`src/rtl/pva_pkg.sv`:
```
// Shared types, constants and microcode field codes for the polyphonic voice allocator.
// Used by every module of the block; depends on nothing else.
package pva_pkg;

  localparam int VOICE_COUNT = 4;
  localparam int VIW         = $clog2(VOICE_COUNT);      // voice index width
  localparam int CW          = $clog2(VOICE_COUNT + 1);  // scan pointer, can hold VOICE_COUNT
  localparam int NOTE_W      = 7;
  localparam int VOICE_W     = 4;
  localparam int ORD_W       = 5;
  localparam int STEP_W      = 5;

  localparam logic [ORD_W-1:0] EMPTY_SLOT = 5'd31;

  localparam logic [1:0] MODE_POLY      = 2'd0;
  localparam logic [1:0] MODE_LEAD_LOW  = 2'd1;
  localparam logic [1:0] MODE_LEAD_HIGH = 2'd2;

  localparam logic [NOTE_W-1:0] BORDER_RESET = 7'd60;

  typedef logic [STEP_W-1:0] step_t;

  // Microprogram step addresses.
  localparam step_t ST_IDLE      = 5'd0;
  localparam step_t ST_CHK_LOFF  = 5'd1;
  localparam step_t ST_CHK_LON   = 5'd2;
  localparam step_t ST_CHK_ZERO  = 5'd3;
  localparam step_t ST_CHK_KIND  = 5'd4;
  localparam step_t ST_OFF_FIND  = 5'd5;
  localparam step_t ST_OFF_CLR   = 5'd6;
  localparam step_t ST_OFF_ORD   = 5'd7;
  localparam step_t ST_OFF_SHIFT = 5'd8;
  localparam step_t ST_OFF_TAIL  = 5'd9;
  localparam step_t ST_ON_FIND   = 5'd10;
  localparam step_t ST_ON_FREE   = 5'd11;
  localparam step_t ST_ON_ENTER  = 5'd12;
  localparam step_t ST_ON_STEAL  = 5'd13;
  localparam step_t ST_ON_SHIFT  = 5'd14;
  localparam step_t ST_ON_TAIL   = 5'd15;
  localparam step_t ST_ON_SET    = 5'd16;
  localparam step_t ST_REPORT    = 5'd17;
  localparam step_t ST_NO_CHANGE = 5'd18;
  localparam step_t ST_LEAD_OFF  = 5'd19;
  localparam step_t ST_LEAD_CLR  = 5'd20;
  localparam step_t ST_LEAD_ON   = 5'd21;

  typedef enum logic [3:0] {
    C_NEVER        = 4'd0,
    C_ALWAYS       = 4'd1,
    C_IN_VALID     = 4'd2,
    C_OFF_LEAD     = 4'd3,
    C_ON_LEAD      = 4'd4,
    C_NOTE_ZERO    = 4'd5,
    C_KIND_ON      = 4'd6,
    C_ACT_EQ_NOTE  = 4'd7,
    C_ACT_ZERO     = 4'd8,
    C_ORD_EQ_VOICE = 4'd9,
    C_ORD_EMPTY    = 4'd10,
    C_OUT_FREE     = 4'd11
  } cond_t;

  typedef enum logic [2:0] {
    P_HOLD   = 3'd0,
    P_LO     = 3'd1,
    P_INC    = 3'd2,
    P_LO_INC = 3'd3,
    P_SCAN   = 3'd4
  } ptr_op_t;

  typedef enum logic [1:0] {
    CAP_NONE  = 2'd0,
    CAP_PTR   = 2'd1,
    CAP_STEAL = 2'd2,
    CAP_LEAD  = 2'd3
  } cap_t;

  typedef enum logic [1:0] {
    ACT_NONE = 2'd0,
    ACT_CLR  = 2'd1,
    ACT_NOTE = 2'd2
  } act_wr_t;

  typedef enum logic [2:0] {
    ORD_NONE       = 3'd0,
    ORD_FILL       = 3'd1,
    ORD_SHIFT      = 3'd2,
    ORD_TAIL_EMPTY = 3'd3,
    ORD_TAIL_VOICE = 3'd4
  } ord_wr_t;

  typedef enum logic [1:0] {
    LEAD_NONE = 2'd0,
    LEAD_CLR  = 2'd1,
    LEAD_NOTE = 2'd2
  } lead_wr_t;

  typedef enum logic [1:0] {
    REP_NONE  = 2'd0,
    REP_VOICE = 2'd1,
    REP_NULL  = 2'd2
  } rep_t;

  // One control word of the microprogram.
  typedef struct packed {
    cond_t    cond;
    step_t    tgt;
    logic     end_chk;
    step_t    alt;
    logic     loop;
    ptr_op_t  ptr_op;
    cap_t     cap;
    act_wr_t  act_wr;
    logic     held_wr;
    ord_wr_t  ord_wr;
    lead_wr_t lead_wr;
    rep_t     rep;
  } pva_ctl_t;

  // Datapath status seen by the sequencer.
  typedef struct packed {
    logic in_valid;
    logic off_lead;
    logic on_lead;
    logic note_zero;
    logic kind_on;
    logic act_eq_note;
    logic act_zero;
    logic ord_eq_voice;
    logic ord_empty;
    logic ptr_end;
    logic out_free;
  } pva_flags_t;

  // Branch outcome of the current step, fed back to the datapath.
  typedef struct packed {
    logic cond_hit;
    logic end_hit;
  } pva_branch_t;

  typedef struct packed {
    logic              kind;
    logic [NOTE_W-1:0] note;
  } pva_in_t;

  typedef struct packed {
    logic               changed;
    logic [VOICE_W-1:0] voice;
    logic [NOTE_W-1:0]  latched_note;
    logic               gate;
  } pva_out_t;

endpackage

```
`src/rtl/poly_voice_allocator_lru.sv`:
```
// Top level of the polyphonic voice allocator with oldest-first voice stealing.
// Depends on pva_pkg, pva_ucode_rom, pva_sequencer and pva_datapath.
//
//   Channel   Direction  Handshake                  Carries
//   in_       input      in_valid / in_ready        pva_in_t: kind, note
//   out_      output     out_valid / out_ready      pva_out_t: changed, voice, latched_note, gate
//   APB       config     psel/penable/pwrite/pready mode at 0x0, lead_border at 0x4
//
// An event is shortest for a lead release or an ignored note and longest for a stealing
// note-on; the sequencer returns to its idle step after each result before taking the next one.
// The microcode walks the voice and age tables one entry per cycle in up to three scans.
// Reset is synchronous and active low; it clears voices, age order and lead note and sets
// mode 0 and border 60. A new event is taken at the idle step even while a result waits in
// the output register; a stalled output holds the sequencer only at its report steps.

module poly_voice_allocator_lru import pva_pkg::*; (
  input  logic        clk,
  input  logic        rst_n,

  input  logic        in_valid,
  output logic        in_ready,
  input  pva_in_t     in_data,

  output logic        out_valid,
  input  logic        out_ready,
  output pva_out_t    out_data,

  input  logic        psel,
  input  logic        penable,
  input  logic        pwrite,
  input  logic [2:0]  paddr,
  input  logic [31:0] pwdata,
  output logic [31:0] prdata,
  output logic        pready
);

  // Registers sit on word addresses; bit 2 of the address selects between them.
  localparam logic REG_MODE   = 1'b0;
  localparam logic REG_BORDER = 1'b1;

  logic [1:0]        mode_r;
  logic [NOTE_W-1:0] border_r;
  logic              cfg_wr;

  step_t       pc;
  pva_ctl_t    ctl;
  pva_flags_t  flags;
  pva_branch_t br;
  logic        in_acc;

  // The APB port never inserts wait states. A register is written in the access
  // phase of a write transfer.
  assign pready = 1'b1;
  assign cfg_wr = psel && penable && pwrite && pready;

  always_ff @(posedge clk) begin
    if (!rst_n) begin
      mode_r   <= MODE_POLY;
      border_r <= BORDER_RESET;
    end else if (cfg_wr) begin
      if (paddr[2] == REG_MODE) begin
        mode_r <= pwdata[1:0];
      end else begin
        border_r <= pwdata[NOTE_W-1:0];
      end
    end
  end

  assign prdata = (paddr[2] == REG_BORDER) ? 32'(border_r) : 32'(mode_r);

  // The sequencer takes a new event only from its idle step; the event is latched in
  // the datapath on the transfer.
  assign in_ready = (pc == ST_IDLE);
  assign in_acc   = in_valid && in_ready;

  pva_ucode_rom u_rom (
    .pc  (pc),
    .ctl (ctl)
  );

  pva_sequencer u_seq (
    .clk   (clk),
    .rst_n (rst_n),
    .ctl   (ctl),
    .flags (flags),
    .pc    (pc),
    .br    (br)
  );

  pva_datapath u_dp (
    .clk       (clk),
    .rst_n     (rst_n),
    .ctl       (ctl),
    .br        (br),
    .in_valid  (in_valid),
    .in_acc    (in_acc),
    .in_data   (in_data),
    .mode      (mode_r),
    .border    (border_r),
    .out_ready (out_ready),
    .flags     (flags),
    .out_valid (out_valid),
    .out_data  (out_data)
  );

endmodule

```
`src/rtl/pva_ucode_rom.sv`:
```
// Microprogram store of the voice allocator: one control word per step address.
// Depends on pva_pkg for the control word layout and step addresses.
module pva_ucode_rom import pva_pkg::*; (
  input  step_t    pc,
  output pva_ctl_t ctl
);

  always_comb begin
    ctl = '0;
    unique case (pc)
      ST_IDLE: begin
        ctl.cond = C_IN_VALID;
        ctl.tgt  = ST_CHK_LOFF;
        ctl.loop = 1'b1;
      end
      ST_CHK_LOFF: begin
        ctl.cond = C_OFF_LEAD;
        ctl.tgt  = ST_LEAD_OFF;
      end
      ST_CHK_LON: begin
        ctl.cond = C_ON_LEAD;
        ctl.tgt  = ST_LEAD_ON;
      end
      ST_CHK_ZERO: begin
        ctl.cond   = C_NOTE_ZERO;
        ctl.tgt    = ST_NO_CHANGE;
        ctl.ptr_op = P_LO;
      end
      ST_CHK_KIND: begin
        ctl.cond = C_KIND_ON;
        ctl.tgt  = ST_ON_FIND;
      end
      ST_OFF_FIND: begin
        ctl.cond    = C_ACT_EQ_NOTE;
        ctl.tgt     = ST_OFF_CLR;
        ctl.end_chk = 1'b1;
        ctl.alt     = ST_NO_CHANGE;
        ctl.loop    = 1'b1;
        ctl.ptr_op  = P_SCAN;
        ctl.cap     = CAP_PTR;
      end
      ST_OFF_CLR: begin
        ctl.act_wr = ACT_CLR;
        ctl.ptr_op = P_LO;
      end
      ST_OFF_ORD: begin
        ctl.cond    = C_ORD_EQ_VOICE;
        ctl.tgt     = ST_OFF_SHIFT;
        ctl.end_chk = 1'b1;
        ctl.alt     = ST_REPORT;
        ctl.loop    = 1'b1;
        ctl.ptr_op  = P_INC;
      end
      ST_OFF_SHIFT: begin
        ctl.end_chk = 1'b1;
        ctl.alt     = ST_OFF_TAIL;
        ctl.loop    = 1'b1;
        ctl.ptr_op  = P_INC;
        ctl.ord_wr  = ORD_SHIFT;
      end
      ST_OFF_TAIL: begin
        ctl.cond   = C_ALWAYS;
        ctl.tgt    = ST_REPORT;
        ctl.ord_wr = ORD_TAIL_EMPTY;
      end
      ST_ON_FIND: begin
        ctl.cond    = C_ACT_EQ_NOTE;
        ctl.tgt     = ST_NO_CHANGE;
        ctl.end_chk = 1'b1;
        ctl.alt     = ST_ON_FREE;
        ctl.loop    = 1'b1;
        ctl.ptr_op  = P_SCAN;
      end
      ST_ON_FREE: begin
        ctl.cond    = C_ACT_ZERO;
        ctl.tgt     = ST_ON_ENTER;
        ctl.end_chk = 1'b1;
        ctl.alt     = ST_ON_STEAL;
        ctl.loop    = 1'b1;
        ctl.ptr_op  = P_SCAN;
        ctl.cap     = CAP_PTR;
      end
      ST_ON_ENTER: begin
        ctl.cond    = C_ORD_EMPTY;
        ctl.tgt     = ST_ON_SET;
        ctl.end_chk = 1'b1;
        ctl.alt     = ST_ON_SET;
        ctl.loop    = 1'b1;
        ctl.ptr_op  = P_INC;
        ctl.ord_wr  = ORD_FILL;
      end
      ST_ON_STEAL: begin
        ctl.ptr_op = P_LO_INC;
        ctl.cap    = CAP_STEAL;
      end
      ST_ON_SHIFT: begin
        ctl.end_chk = 1'b1;
        ctl.alt     = ST_ON_TAIL;
        ctl.loop    = 1'b1;
        ctl.ptr_op  = P_INC;
        ctl.ord_wr  = ORD_SHIFT;
      end
      ST_ON_TAIL: begin
        ctl.ord_wr = ORD_TAIL_VOICE;
      end
      ST_ON_SET: begin
        ctl.cond    = C_ALWAYS;
        ctl.tgt     = ST_REPORT;
        ctl.act_wr  = ACT_NOTE;
        ctl.held_wr = 1'b1;
      end
      ST_REPORT: begin
        ctl.cond = C_OUT_FREE;
        ctl.tgt  = ST_IDLE;
        ctl.loop = 1'b1;
        ctl.rep  = REP_VOICE;
      end
      ST_NO_CHANGE: begin
        ctl.cond = C_OUT_FREE;
        ctl.tgt  = ST_IDLE;
        ctl.loop = 1'b1;
        ctl.rep  = REP_NULL;
      end
      ST_LEAD_OFF: begin
        ctl.cap     = CAP_LEAD;
        ctl.lead_wr = LEAD_CLR;
      end
      ST_LEAD_CLR: begin
        ctl.cond   = C_ALWAYS;
        ctl.tgt    = ST_REPORT;
        ctl.act_wr = ACT_CLR;
      end
      ST_LEAD_ON: begin
        ctl.cond    = C_ALWAYS;
        ctl.tgt     = ST_ON_SET;
        ctl.cap     = CAP_LEAD;
        ctl.lead_wr = LEAD_NOTE;
      end
      default: begin
        ctl.cond = C_ALWAYS;
        ctl.tgt  = ST_IDLE;
      end
    endcase
  end

endmodule

```
`src/rtl/pva_sequencer.sv`:
```
// Step counter of the voice allocator: evaluates the branch condition of the current
// control word and picks the next step. Depends on pva_pkg.
module pva_sequencer import pva_pkg::*; (
  input  logic        clk,
  input  logic        rst_n,
  input  pva_ctl_t    ctl,
  input  pva_flags_t  flags,
  output step_t       pc,
  output pva_branch_t br
);

  step_t pc_r;
  step_t pc_nxt;
  logic  cond_true;

  always_comb begin
    unique case (ctl.cond)
      C_NEVER:        cond_true = 1'b0;
      C_ALWAYS:       cond_true = 1'b1;
      C_IN_VALID:     cond_true = flags.in_valid;
      C_OFF_LEAD:     cond_true = flags.off_lead;
      C_ON_LEAD:      cond_true = flags.on_lead;
      C_NOTE_ZERO:    cond_true = flags.note_zero;
      C_KIND_ON:      cond_true = flags.kind_on;
      C_ACT_EQ_NOTE:  cond_true = flags.act_eq_note;
      C_ACT_ZERO:     cond_true = flags.act_zero;
      C_ORD_EQ_VOICE: cond_true = flags.ord_eq_voice;
      C_ORD_EMPTY:    cond_true = flags.ord_empty;
      C_OUT_FREE:     cond_true = flags.out_free;
      default:        cond_true = 1'b0;
    endcase
  end

  // The end of a scan takes priority over a hit in the same cycle.
  assign br.end_hit  = ctl.end_chk && flags.ptr_end;
  assign br.cond_hit = cond_true && !br.end_hit;

  always_comb begin
    if (br.end_hit) begin
      pc_nxt = ctl.alt;
    end else if (br.cond_hit) begin
      pc_nxt = ctl.tgt;
    end else if (ctl.loop) begin
      pc_nxt = pc_r;
    end else begin
      pc_nxt = step_t'(pc_r + 1'b1);
    end
  end

  always_ff @(posedge clk) begin
    if (!rst_n) begin
      pc_r <= ST_IDLE;
    end else begin
      pc_r <= pc_nxt;
    end
  end

  assign pc = pc_r;

endmodule

```
`src/rtl/pva_datapath.sv`:
```
// Datapath of the voice allocator: voice note tables, age order, lead note, scan pointer,
// captured event and result register, all steered by the control word. Depends on pva_pkg.
module pva_datapath import pva_pkg::*; (
  input  logic              clk,
  input  logic              rst_n,
  input  pva_ctl_t          ctl,
  input  pva_branch_t       br,
  input  logic              in_valid,
  input  logic              in_acc,
  input  pva_in_t           in_data,
  input  logic [1:0]        mode,
  input  logic [NOTE_W-1:0] border,
  input  logic              out_ready,
  output pva_flags_t        flags,
  output logic              out_valid,
  output pva_out_t          out_data
);

  logic              kind_r;
  logic [NOTE_W-1:0] note_r;
  logic [NOTE_W-1:0] act_r  [VOICE_COUNT];
  logic [NOTE_W-1:0] held_r [VOICE_COUNT];
  logic [ORD_W-1:0]  ord_r  [VOICE_COUNT];
  logic [NOTE_W-1:0] lead_r;
  logic [CW-1:0]     ptr_r;
  logic [CW-1:0]     ptr_nxt;
  logic [VIW-1:0]    voice_r;
  logic [VIW-1:0]    voice_nxt;
  logic              out_valid_r;
  pva_out_t          out_data_r;

  logic              lead1;
  logic              lead2;
  logic [CW-1:0]     lo;
  logic [CW-1:0]     hi;
  logic [VIW-1:0]    lead_v;
  logic [VIW-1:0]    ptr_idx;
  logic [VIW-1:0]    prev_idx;
  logic [VIW-1:0]    tail_idx;
  logic [VIW-1:0]    act_addr;
  logic [NOTE_W-1:0] act_rd;
  logic [NOTE_W-1:0] held_rd;
  logic [ORD_W-1:0]  ord_rd;
  logic              steal_ok;
  logic [VIW-1:0]    steal_v;
  logic              out_free;

  assign lead1  = (mode == MODE_LEAD_LOW);
  assign lead2  = (mode == MODE_LEAD_HIGH);
  assign lo     = lead1 ? CW'(1) : '0;
  assign hi     = lead2 ? CW'(VOICE_COUNT - 1) : CW'(VOICE_COUNT);
  assign lead_v = lead1 ? '0 : VIW'(VOICE_COUNT - 1);

  assign ptr_idx  = ptr_r[VIW-1:0];
  assign prev_idx = VIW'(ptr_r - 1'b1);
  assign tail_idx = VIW'(hi - 1'b1);

  // The note table has one read port: the scan pointer, or the chosen voice when reporting.
  assign act_addr = (ctl.rep == REP_VOICE) ? voice_r : ptr_idx;
  assign act_rd   = act_r[act_addr];
  assign held_rd  = held_r[voice_r];
  assign ord_rd   = ord_r[ptr_idx];

  // The oldest entry is stolen only when it names a voice inside the active range.
  assign steal_ok = (ord_rd >= ORD_W'(lo)) && (ord_rd < ORD_W'(hi));
  assign steal_v  = steal_ok ? ord_rd[VIW-1:0] : lo[VIW-1:0];

  assign out_free = !out_valid_r || out_ready;

  always_comb begin
    flags.in_valid     = in_valid;
    flags.off_lead     = !kind_r && (lead1 || lead2) && (note_r == lead_r);
    flags.on_lead      = kind_r && ((lead1 && (note_r < border)) ||
                                    (lead2 && (note_r >= border)));
    flags.note_zero    = (note_r == '0);
    flags.kind_on      = kind_r;
    flags.act_eq_note  = (act_rd == note_r);
    flags.act_zero     = (act_rd == '0);
    flags.ord_eq_voice = (ord_rd == ORD_W'(voice_r));
    flags.ord_empty    = (ord_rd == EMPTY_SLOT);
    flags.ptr_end      = (ptr_r == hi);
    flags.out_free     = out_free;
  end

  always_comb begin
    unique case (ctl.ptr_op)
      P_HOLD:   ptr_nxt = ptr_r;
      P_LO:     ptr_nxt = lo;
      P_INC:    ptr_nxt = CW'(ptr_r + 1'b1);
      P_LO_INC: ptr_nxt = CW'(lo + 1'b1);
      P_SCAN:   ptr_nxt = (br.end_hit || br.cond_hit) ? lo : CW'(ptr_r + 1'b1);
      default:  ptr_nxt = ptr_r;
    endcase
  end

  always_comb begin
    unique case (ctl.cap)
      CAP_NONE:  voice_nxt = voice_r;
      CAP_PTR:   voice_nxt = br.cond_hit ? ptr_idx : voice_r;
      CAP_STEAL: voice_nxt = steal_v;
      CAP_LEAD:  voice_nxt = lead_v;
      default:   voice_nxt = voice_r;
    endcase
  end

  always_ff @(posedge clk) begin
    if (in_acc) begin
      kind_r <= in_data.kind;
      note_r <= in_data.note;
    end
    ptr_r   <= ptr_nxt;
    voice_r <= voice_nxt;
  end

  always_ff @(posedge clk) begin
    if (!rst_n) begin
      for (int i = 0; i < VOICE_COUNT; i++) begin
        act_r[i]  <= '0;
        held_r[i] <= '0;
        ord_r[i]  <= EMPTY_SLOT;
      end
      lead_r <= '0;
    end else begin
      unique case (ctl.act_wr)
        ACT_NONE: ;
        ACT_CLR:  act_r[voice_r] <= '0;
        ACT_NOTE: act_r[voice_r] <= note_r;
        default: ;
      endcase
      if (ctl.held_wr) begin
        held_r[voice_r] <= note_r;
      end
      unique case (ctl.ord_wr)
        ORD_NONE: ;
        ORD_FILL: begin
          if (br.cond_hit) begin
            ord_r[ptr_idx] <= ORD_W'(voice_r);
          end
        end
        ORD_SHIFT: begin
          if (!br.end_hit) begin
            ord_r[prev_idx] <= ord_rd;
          end
        end
        ORD_TAIL_EMPTY: ord_r[tail_idx] <= EMPTY_SLOT;
        ORD_TAIL_VOICE: ord_r[tail_idx] <= ORD_W'(voice_r);
        default: ;
      endcase
      unique case (ctl.lead_wr)
        LEAD_NONE: ;
        LEAD_CLR:  lead_r <= '0;
        LEAD_NOTE: lead_r <= note_r;
        default: ;
      endcase
    end
  end

  always_ff @(posedge clk) begin
    if (!rst_n) begin
      out_valid_r <= 1'b0;
    end else if ((ctl.rep != REP_NONE) && out_free) begin
      out_valid_r <= 1'b1;
    end else if (out_ready) begin
      out_valid_r <= 1'b0;
    end
  end

  always_ff @(posedge clk) begin
    if ((ctl.rep != REP_NONE) && out_free) begin
      if (ctl.rep == REP_VOICE) begin
        out_data_r.changed      <= 1'b1;
        out_data_r.voice        <= VOICE_W'(voice_r);
        out_data_r.latched_note <= held_rd;
        out_data_r.gate         <= (act_rd != '0);
      end else begin
        out_data_r <= '0;
      end
    end
  end

  assign out_valid = out_valid_r;
  assign out_data  = out_data_r;

endmodule
```
`config.mk`:
```
export PLATFORM = sky130hd
export DESIGN_NAME = poly_voice_allocator_lru
export DESIGN_NICKNAME = d
export VERILOG_FILES = /design/src/rtl/pva_pkg.sv /design/src/rtl/poly_voice_allocator_lru.sv /design/src/rtl/pva_ucode_rom.sv /design/src/rtl/pva_sequencer.sv /design/src/rtl/pva_datapath.sv
export SDC_FILE = /design/constraint.sdc
export NUM_CORES = 1
export LEC_CHECK = 0
export BUFFER_PORTS_ARGS = -buffer_cell sky130_fd_sc_hd__buf_2
export CAP_MARGIN = 25
export CORE_ASPECT_RATIO = 0.6
export CORE_MARGIN = 3
export CORE_UTILIZATION = 55
export CTS_CLUSTER_DIAMETER = 150
export DETAILED_ROUTE_END_ITERATION = 10
export GPL_TIMING_DRIVEN = 0
export PLACE_DENSITY = 0.84
export RECOVER_POWER = 100
export SYNTH_ARGS = -nofsm -noshare
export SYNTH_HDL_FRONTEND = slang
export SYNTH_HIERARCHICAL = 1
export SYNTH_SLANG_ARGS = --single-unit
```
`constraint.sdc`:
```
create_clock -name clk -period 6.84 [get_ports clk]
set_input_delay 1.026 -clock clk [delete_from_list [all_inputs] [get_ports clk]]
set_output_delay 1.026 -clock clk [all_outputs]
set_load 0.005 [all_outputs]
```
### Word-level counts from Yosys, hierarchy flattened

Memory sizes are Yosys's and may differ from the RTL's. A register that Yosys moved wholly into a read port is not among the register bits.
Index checks and enable logic that the tools add are counted.

* add/subtract/negate cells: 5
* magnitude comparators: 4
* equal/unequal tests: 57
* mux-type cells: 71
* bitwise logic cells: 4
* reductions and logical operators: 47

Operators with widths (count)
* 9-bit one-hot mux with 14 select lines: 1
* 6-bit one-hot mux with 7 select lines: 1
* 5-bit by 4-bit equality test with 1-bit output, second input constant: 8
* 3-bit one-hot mux with 4 select lines: 3
* 5-bit equality test, second input constant: 7
* 5-bit 2-to-1 mux: 7
* 1-bit 2-to-1 mux: 34
* 7-bit 2-to-1 mux: 4
* 2-bit 2-to-1 mux: 11
* 5-bit by 3-bit equality test with 1-bit output, second input constant: 4
* 4-bit by 3-bit equality test with 1-bit output, second input constant: 4
* 4-bit equality test, second input constant: 4
* 5-bit OR reduction: 3
* 7-bit equality test: 2
* 7-bit zero test: 2
* 7-bit one-hot mux with 2 select lines: 1
* 7-bit OR reduction: 2
* 13-bit 2-to-1 mux: 1
* 3-bit by 2-bit equality test with 1-bit output, second input constant: 4
* 1-bit logical AND: 12
* 2-bit one-hot mux with 2 select lines: 3
* 2-bit one-hot mux with 3 select lines: 2
* 2-bit OR reduction: 6
* 1-bit one-hot mux with 11 select lines: 1
* other kinds (34): 61

* register bits: 48
* RAM bits: 76
* input bits: 50
* output and inout port bits: 48
* word-level logic and storage cells: 205
* memories: 3

Memories
* u_dp.act_r: words 4, bits a word 7, rd ports 1, clocked after Yosys merged registers in 0, wr ports 4, line pva_datapath.sv:21 `logic [NOTE_W-1:0] act_r [VOICE_COUNT];`
* u_dp.held_r: words 4, bits a word 7, rd ports 1, clocked after Yosys merged registers in 1, wr ports 4, line pva_datapath.sv:22 `logic [NOTE_W-1:0] held_r [VOICE_COUNT];`
* u_dp.ord_r: words 4, bits a word 5, rd ports 1, clocked after Yosys merged registers in 1, wr ports 4, line pva_datapath.sv:23 `logic [ORD_W-1:0] ord_r [VOICE_COUNT];`

### Depth between registers and ports, before layout

Gate-level depths: netlist of the first run.
An unclocked memory read counts as a cell.

* word-level depth: 16
* depth in mapped cells: 21
* gate-level depth less buffers: 18

### Hierarchy

The synthesis of the first run kept the hierarchy.

Modules (own cells, without submodules)
* pva_datapath: times used 1, cells an instance 487, area an instance 5858.1 um2, sequential area each 3243.1 um2
* poly_voice_allocator_lru: times used 1, cells an instance 76, area an instance 663.1 um2, sequential area each 180.2 um2
* pva_ucode_rom: times used 1, cells an instance 104, area an instance 648.1 um2, sequential area each 0.0 um2
* pva_sequencer: times used 1, cells an instance 54, area an instance 469.2 um2, sequential area each 100.1 um2

### Worst setup path after synthesis of the first run

No wires, ideal clock.

* path kind: register to register
* from: register u_seq.pc_r[4] (netlist: u_seq/pc[4])
* to: memory u_dp.ord_r[1][0], enable pin
* setup time: 374 ps
* arrival: 4397 ps
* required time: 6466 ps
* setup slack: 2069 ps
* stages on the path, launching flop included: 19
* buffers on the path: 1
* clock period less this slack: 4771 ps
* cell sequence: dfxtp_1 > or3b_4 > nor2_1 > and3b_4 > a21oi_4 > buf_4 > mux2i_1 > mux2_2 > o211ai_1 > nor4_2 > mux2i_1 > nor4bb_1 > nor4_4 > nor2_1 > and3b_1 > nand2_1 > nor2_1 > a221o_1 > o21ai_0

RTL lines
* start: declaration: line pva_sequencer.sv:12 `step_t pc_r;`
* start signal: assignment: line pva_sequencer.sv:54 `pc_r <= pc_nxt;`
* end: declaration: line pva_datapath.sv:23

==> results.md, run 1 <==
- The maximum ir drop on the vdd rail is roughly 140 uV.
- The longest clock path from root to sink contains 2 buffers.
- The final hold violation count is 0.
- After synthesis the netlist holds a flip-flop and latch count of 126.
- The synthesized instance count is 721.
- After synthesis, the cell types taking the most area are edfxtp_1, dfxtp_1, mux2i_1.
- The worst reg2reg path endpoint is u_dp/ord_r[2][4].
- The clock-pin transition on the worst setup and hold timing paths is 0.06 ns.
- The maximum fanout along the worst path is 10.
- The beginning of the critical path is u_seq/pc[4].
- Setup repair after global routing left no endpoint under its margin.
- In this run, CTS created clock tree buffers numbering 17.
- The H-tree was split into 4 levels.
- The number of DRC violations after detailed routing is 0.
- For this design the static power due to leakage is 3.38 nW.
- The final-report max-slew violation count is 0.
- Combinational logic burns between 30 and 40% of the power.
- The internal power summed over all cells is 0.00204 W.
- The total power per unit cell area is approximately 350 nW/um^2.
- The number of nets in the final layout is 875.
- In the synthesized netlist the async set-or-reset flop fraction comes to 0%.
- The cell row count is 32.
- Summed over all instances, the cell type with the most area after synthesis is edfxtp_1.
- The path type of the worst setup path is reg2reg.
- STA classifies the critical path startpoint as a flop.
- The count of pins on the block boundary is slightly below 100.
- Yosys printed 6 warnings.
- The die outline width is 158 um.
- Headroom to the max-slew limit came out at 12.8%.
- The clock net in this run drives a total of 126 sinks.
- The synthesized netlist contains 83 unique library cells.
- TritonCTS built the clock tree.
- The HPWL after detailed placement is approximately 14000 um.
- The hold buffer count at cts is 0.
- The total track usage is approximately 25%.
- The routed length per placed instance is ~19 um.
- Dividing the synthesized area by the synthesized cell count gives 10.6 um^2.
- STA puts the critical path data arrival time at 6.21 ns.
- Per report_power, the sequential group accounts for 32.4% of the total.
- Across the run, the number of max-cap violations was 0.
- The largest net degree at the start of global routing is 19.
- The detailed router finished its first iteration with around 700 violations.
- Post-CTS repair changed the size of 0 cells.
- The slack of the worst reg-to-reg path is 0.66 ns.
- The number of synthesized flops with an enable pin is 100.
- The count of nets left with antenna violations once routing finished came out at 0.
- The sequential element share of the synthesized area is 46.1%.
- The final period demand of the worst path is 6.18 ns.
- Setup violations remaining at the end of the flow were counted as 0.
- In this run the post-CTS setup repair buffer count came out at 0.
- The area overhead of the layout relative to synthesis is 15.1%.
- The total overflow left after global routing is 0.
- In this run the clock root is driven by a clkbuf_16.
- The count of inserted antenna diode cells is 0.
- The clock reaches the later pin of the worst-skew pair after about 0.41 ns.
- The starting density of the core is 57.8%.
- The region available for standard cell placement spans 13200 um^2.
- The fraction of power spent switching nets is between 30 and 40%.
- For this run, the leading register cell type out of synthesis is edfxtp_1.
- The total standard cell area after synthesis is ~7600 um^2.
- Fill cells in the final layout number 1024.
- The count of port buffers added during placement is 42.
- Using the TritonRoute via totals, the vias-per-cell ratio works out to 5.94.
- The clock network fraction of design power is between 30% and 40%.
- The category of the worst setup path capture point is a flop.
- The global-route wire length before repair is slightly above 30000 um.
- The switching power of the nets is roughly 0.001 W.
- The area share of the largest cell type after synthesis is 39.3%.
- The worst path required time is 6.87 ns.
- The via count of the first global-routing pass is 5760.
- The launch point of the worst reg-to-reg path is u_seq/pc[4].
- The area enclosed by the die boundary is between 15000 and 20000 um^2.
- The run finished with clean final reports.
- The most instantiated library cell after synthesis is edfxtp_1.
- The min-delay analysis places its worst path in the category reg2reg.
- The commonest cells after synthesis are edfxtp_1, nand2_1, nor2_1.
- Timing would allow up to 162 MHz.
- The number of antenna violations at the first check in global routing was 0.
- The final-layout setup total negative slack is 0 ns.
- Across all layers, the routed design uses 5901 vias.
- At the pin with the least slew margin, the transition time is 1.31 ns.
- The iteration count of the initial detailed-routing pass is 7.
- In the finished design, the share of the clock period the worst path needs comes to 90.3%.
- The total power consumption of the routed design is 0.00304 W.
- The chip height is approximately 97 um.
- Counting cells, the worst reg-to-reg path comes to 18.
- The fraction of final layout cells with drive strength greater than 1 is 17.1%.
- The final weighted congestion in routability-driven placement is 0.995.
- The routed wire length is approximately 19000 um.
- The clock tree skew after final layout is 0.00780 ns.
- The endpoint of the most critical setup path is u_dp/ord_r[2][4].
==> state kept, by name, indices dropped and copies added (netlist names), 2 cells and up, named ones only <==
name,flops
border_r,7
mode_r,2
u_dp/act_r,28
u_dp/held_r,28
u_dp/lead_r,7
u_dp/note_r,7
u_dp/ord_r,20
u_dp/out_data,11
u_dp/ptr_r,3
u_dp/voice_r,2
u_seq/pc,5
==> power groups by stage <==
stage                     Clock [W]  Sequential (W)  Combinational (W)
after global routing        0.00109        0.000993            0.00111
after detailed placement          0        0.000998            0.00100
after CTS                   0.00105        0.000984            0.00101
after global placement            0        0.000995           0.000979
after floorplan                   0        0.000976           0.000783
final                       0.00104        0.000984            0.00102
==> final cells by class <==
class                           count  area, um^2  share of cell area, %
Multi-Input combinational cell    514        3590                   40.8
Sequential cell                   126        3520                   40.1
Buffer                             73         457                   5.19
Clock buffer                       17         425                   4.84
Clock inverter                     15         258                   2.93
Tap cell                          170         213                   2.42
Timing Repair Buffer               45         203                   2.31
Inverter                           33         124                   1.41
==> how the worst min path moves through the flow <==
stage	start	to	slack, ns	cells after the start
after floorplan	border_r[6]	border_r[6]	0.44	2
after global placement	border_r[6]	border_r[6]	0.46	2
after detailed placement	border_r[6]	border_r[6]	0.47	2
after CTS	border_r[6]	border_r[6]	0.48	2
after global routing	border_r[1]	border_r[1]	0.51	2
final	border_r[6]	border_r[6]	0.49	2
==> layer usage <==
layer,up-vias,routed length [um],track usage (%)
met2,360,8540,37.3
met3,31,2170,6.68
met1,2799,8140,37.1
met5,-,0,0
li1,2711,-,-
met4,0,218,6.61
==> through the flow <==
stage,instances,setup WS (ns),hold slack [ns],instance area [um^2],util [%]
6_report,993,0.661,0.486,8790,66.5
5_1_grt,993,0.315,0.510,8790,66.5
4_1_cts,990,0.972,0.481,8840,66.9
3_5_place_dp,958,1.06,0.471,8160,61.7
3_3_place_gp,958,1.20,0.463,8160,61.7
2_1_floorplan,746,2.07,0.443,7730,-
==> worst max-delay path, stage by stage (launching register included) <==
cell and delay (ns):
dfxtp_1 0.51, or3b_1 0.47, nor2_1 0.30, nand2b_1 0.19
clkbuf_1 0.33, a21oi_4 0.45, mux2i_1 0.42, mux2i_1 0.16
xor2_1 0.17, nor4_2 0.30, mux2i_1 0.11, nor4bb_1 0.47
nor4_4 0.19, nor2_1 0.33, and3b_1 0.27, nand2_1 0.09
nor2_1 0.15, a221oi_1 0.10, o21ai_0 0.77
==> kinds of logic after synthesis <==
group / Yosys count / synth area share, %
AOI/OAI and AO/OA: 103 / 9.76
xor gates and xnor gates: 26 / 2.98
adders and majority gates: 15 / 2.46
buffers and inverters: 106 / 7.90
DFF: 126 / 46.1
muxes: 58 / 10.3
other: 3 / 0.147
and+or+nand+nor: 284 / 20.3
==> cell usage in the layout (no fill, tap or decap), drive strengths merged, types with 6 or more instances in the layout <==
cell type / instances
nor3: 11
and2: 26
nor2: 57
clkbuf: 59
nor2b: 35
inv: 37
and3: 9
nand3b: 8
and3b: 6
xor2: 10
conb: 28
o21ai: 21
mux4: 15
a22oi: 8
mux2i: 34
nand3: 10
nand2: 65
bufinv: 6
a21oi: 22
nor4: 11
nor3b: 7
dfxtp: 26
a211oi: 8
buf: 76
xnor2: 16
edfxtp: 100
mux2: 9
ha: 15
nand2b: 16
(Power assumes the default switching activity.)
==> run 2, diff against run 1 <==
clock period = 6.2 ns   (was 6.84 ns; I/O delays follow)
==> results.md, run 2 (synthesized netlist as in run 1, its figures left out) <==
- Result of the run: finished, final reports clean (unchanged).
- The number of nets in the final layout is 875 (unchanged).
- The maximum ir drop on the vdd rail is 152 uV (was 138 uV).
- The global-route wire length before repair is 30200 um (unchanged).
- The total power per unit cell area is 382 nW/um^2 (was 346 nW/um^2).
- The most common cell after layout, fill and taps aside is edfxtp_1 (unchanged).
- Commonest non-fill, non-tap cells in the layout: edfxtp_1, nand2_1, nor2_1 (unchanged).
- The number of levels in the clock H-tree is 4 (unchanged).
- The number of DRC violations after detailed routing came to 0 (unchanged).
- The maximum fanout along the worst path was 10 (unchanged).
- The final-layout setup total negative slack is 0 ns (unchanged).
- The library cell contributing the largest single delay on the critical path was o21ai_0 (unchanged).
- The via count of the first global-routing pass is 5760 (unchanged).
- The count of buffering cells on the critical path with inverters included is 1 (unchanged).
- The fraction of power spent switching nets is 33.0% (about the same).
- The mean number of vias per cell came to 5.98 (was 5.94).
- The category of the worst setup path capture point is a flop (unchanged).
- The iteration-0 DRC count of the detailed router is 722 (was 698).
- The post-route core utilization is 66.6% (was 66.5%).
- The area occupied by multi-input gates is 3590 um^2 (about the same).
- The worst-margin pin slew was 1.29 ns (was 1.31 ns).
- The routed length per placed instance is 19.2 um (about the same).
- The number of maximum-capacitance constraint violations came to 0 (unchanged).
- The cell row count is 32 (unchanged).
- The path type of the worst min-delay path was reg2reg (unchanged).
- The worst-case clock buffer depth is 2 (unchanged).
- The switching power of the nets is 0.00111 W (was 0.00100 W).
- The relative slew slack is 13.7% (was 12.8%).
- The slack of the worst reg-to-reg path came to 0.43 ns (was 0.66 ns).
- The number of filler instances in the final layout is 1023 (was 1024).
- The leakage power total was 3.39 nW (was 3.38 nW).
- The count of cells along the worst hold path was 2 (unchanged).
- The hold-critical path endpoint is border_r[6] (unchanged).
- The insertion delay of the later-clocked pin in the worst-skew pair is 0.41 ns (about the same).
- The number of clock buffers inserted by TritonCTS is 17 (unchanged).
- The count of pins on the block boundary came to 98 (unchanged).
- The clock-pin transition on the worst setup and hold timing paths was 0.06 ns (about the same).
- The iteration count of the initial detailed-routing pass is 6 (was 7).
- The routed wire length is 19100 um (about the same).
- The period utilization came to 93.0% (was 90.3%).
- The final-report max-slew violation count came to 0 (unchanged).
- The number of vias in the routed layout is 5941 (was 5901).
- The area enclosed by the die boundary is 15400 um^2 (unchanged).
- The HPWL after detailed placement is 13800 um (unchanged).
- The startpoint class of the critical path is a flop (unchanged).
- The library cell used as clock root buffer is clkbuf_16 (unchanged).
- The part of the power in combinational logic is 33.6% (was 33.5%).
- The worst reg2reg path depth is 18 (unchanged).
- Registers with the most flip-flops: u_dp/act_r x28, u_dp/held_r x28, u_dp/ord_r x20 (unchanged).
- The cell count after placement is 958 (unchanged).
- The clock tree skew after final layout is 0.00726 ns (was 0.00780 ns).
- The final period demand of the worst path was 5.77 ns (was 6.18 ns).
- The final setup violation count came to 0 (unchanged).
- The total track usage is 25.3% (unchanged).
- The area occupied by registers is 3520 um^2 (unchanged).
- The largest net degree at the start of global routing was 19 (unchanged).
- The count of placed standard cells in the final layout, fillers left out is 993 (unchanged).
- The clock network fraction of design power was 34.1% (was 34.2%).
- The die outline width is 158 um (unchanged).
- The maximum frequency from static timing analysis was 173 MHz (was 162 MHz).
- The worst reg2reg path endpoint was u_dp/ord_r[0][4] (was u_dp/ord_r[2][4]).
- The remaining number of nets flagged by the antenna check after routing came to 0 (unchanged).
- The number of antenna violations at the first check in global routing came to 0 (unchanged).
- Crit-path cells: or3b_4, nor2_1, nand2b_1, buf_6, a21oi_4, mux2i_1, mux2i_1, xor2_1, nor4_2, mux2i_1, nor4bb_1, nor4_4, nor2_1, and3b_1, nand2_1, nor2_1, a221oi_1, o21ai_0 (was or3b_1, nor2_1, nand2b_1, clkbuf_1, a21oi_4, mux2i_1, mux2i_1, xor2_1, nor4_2, mux2i_1, nor4bb_1, nor4_4, nor2_1, and3b_1, nand2_1, nor2_1, a221oi_1, o21ai_0).
- The path type of the worst setup path is reg2reg (unchanged).
- The final hold violation count was 0 (unchanged).
- The critical path's largest stage delay was 0.64 ns (was 0.77 ns).
- The launch point of the worst reg-to-reg path is u_seq/pc[4] (unchanged).
- The number of cells on the critical path is 18 (unchanged).
- The count of port buffers added during placement was 42 (unchanged).
- The area of the core is 13200 um^2 (unchanged).
- The post-route worst setup slack was 0.431 ns (was 0.661 ns).
- The post-route worst hold slack is 0.483 ns (was 0.486 ns).
- The worst setup timing slack at the placement stage is 0.421 ns (was 1.06 ns).
- The number of clock sinks seen by CTS is 126 (unchanged).
- The count of inserted antenna diode cells is 0 (unchanged).
- The data arrival time of the critical path is 5.81 ns (was 6.21 ns).
- The fraction of power consumed by sequential logic is 32.3% (was 32.4%).
- The area overhead of the layout relative to synthesis is 15.2% (was 15.1%).
- The starting density of the core was 57.8% (unchanged).
- The fraction of final layout cells with drive strength greater than 1 is 17.4% (was 17.1%).
- The overall overflow remaining after global route is 0 (unchanged).
- The startpoint of the tightest hold check path is border_r[6] (unchanged).
- The CTS tree is built (unchanged).
- The cell type group with the largest total delay on the critical path is simple AND/OR/NAND/NOR gates (unchanged).
- The internal power summed over all cells was 0.00225 W (was 0.00204 W).
- Setup repair after global routing missed its margin: false (unchanged).
- The chip height is 97.3 um (unchanged).
- The worst path required time came to 6.24 ns (was 6.87 ns).
- The final weighted congestion in routability-driven placement is 0.995 (unchanged).
run 2: cell types whose count changed in the layout (fill, tap and decap cells not counted), sizes merged:
cell,previous run,this run
clkbuf,59,58
buf,76,77
run 2: timing repair:
action,4_1_cts,5_1_grt
setup endpoints to repair,0,10
resized for setup,0,2
buffers inserted,0,0
hold buffers,0,0
run 2: worst max path at each step:
stage | from | slack [ns] | endpoint
2_1_floorplan | u_seq/pc[4] | 1.43 | u_dp/ord_r[1][0]
3_3_place_gp | u_seq/pc[4] | 0.56 | u_dp/ord_r[1][1]
3_5_place_dp | u_seq/pc[4] | 0.42 | u_dp/ord_r[2][3]
4_1_cts | u_seq/pc[4] | 0.33 | u_dp/ord_r[2][4]
5_1_grt | u_seq/pc[4] | 0.10 | u_dp/ord_r[0][4]
6_report | u_seq/pc[4] | 0.43 | u_dp/ord_r[0][4]
run 2: metal layers:
| layer | vias up | global-route usage, % | wire length, um |
|---|---|---|---|
| li1 | 2711 | - | - |
| met1 | 2828 | 37.1 | 8170 |
| met2 | 367 | 37.3 | 8530 |
| met3 | 35 | 6.68 | 2180 |
| met4 | 0 | 6.61 | 225 |
| met5 | - | 0 | 0 |
run 2: layout make-up:
class | instances | share of cell area [%]
multi-input cells | 514 | 40.8
flip-flops and latches | 126 | 40.0
plain buffers | 73 | 5.27
clock buffers | 17 | 4.83
clock inverters | 15 | 2.93
well taps | 170 | 2.42
repair buffers | 45 | 2.30
inverters | 33 | 1.41
run 2: power groups by stage:
| stage | logic [W] | registers, W | clock network (W) |
|---|---|---|---|
| after floorplan | 0.000864 | 0.00108 | 0 |
| after global placement | 0.00108 | 0.00110 | 0 |
| after detailed placement | 0.00111 | 0.00110 | 0 |
| after CTS | 0.00112 | 0.00109 | 0.00116 |
| after global routing | 0.00122 | 0.00110 | 0.00120 |
| final | 0.00113 | 0.00109 | 0.00115 |
run 2: tightest hold or removal path: stages, from the launching register on:
cell,delay [ns]
dfxtp_1,0.32
nand2_1,0.06
mux2i_1,0.05
run 2: per-stage QoR:
stage	cell area, um^2	power [W]
finish	8800	0.00336
detailed placement	8160	0.00221
CTS	8840	0.00336
global route	8800	0.00352
global placement	8160	0.00218
floorplan	7730	0.00194
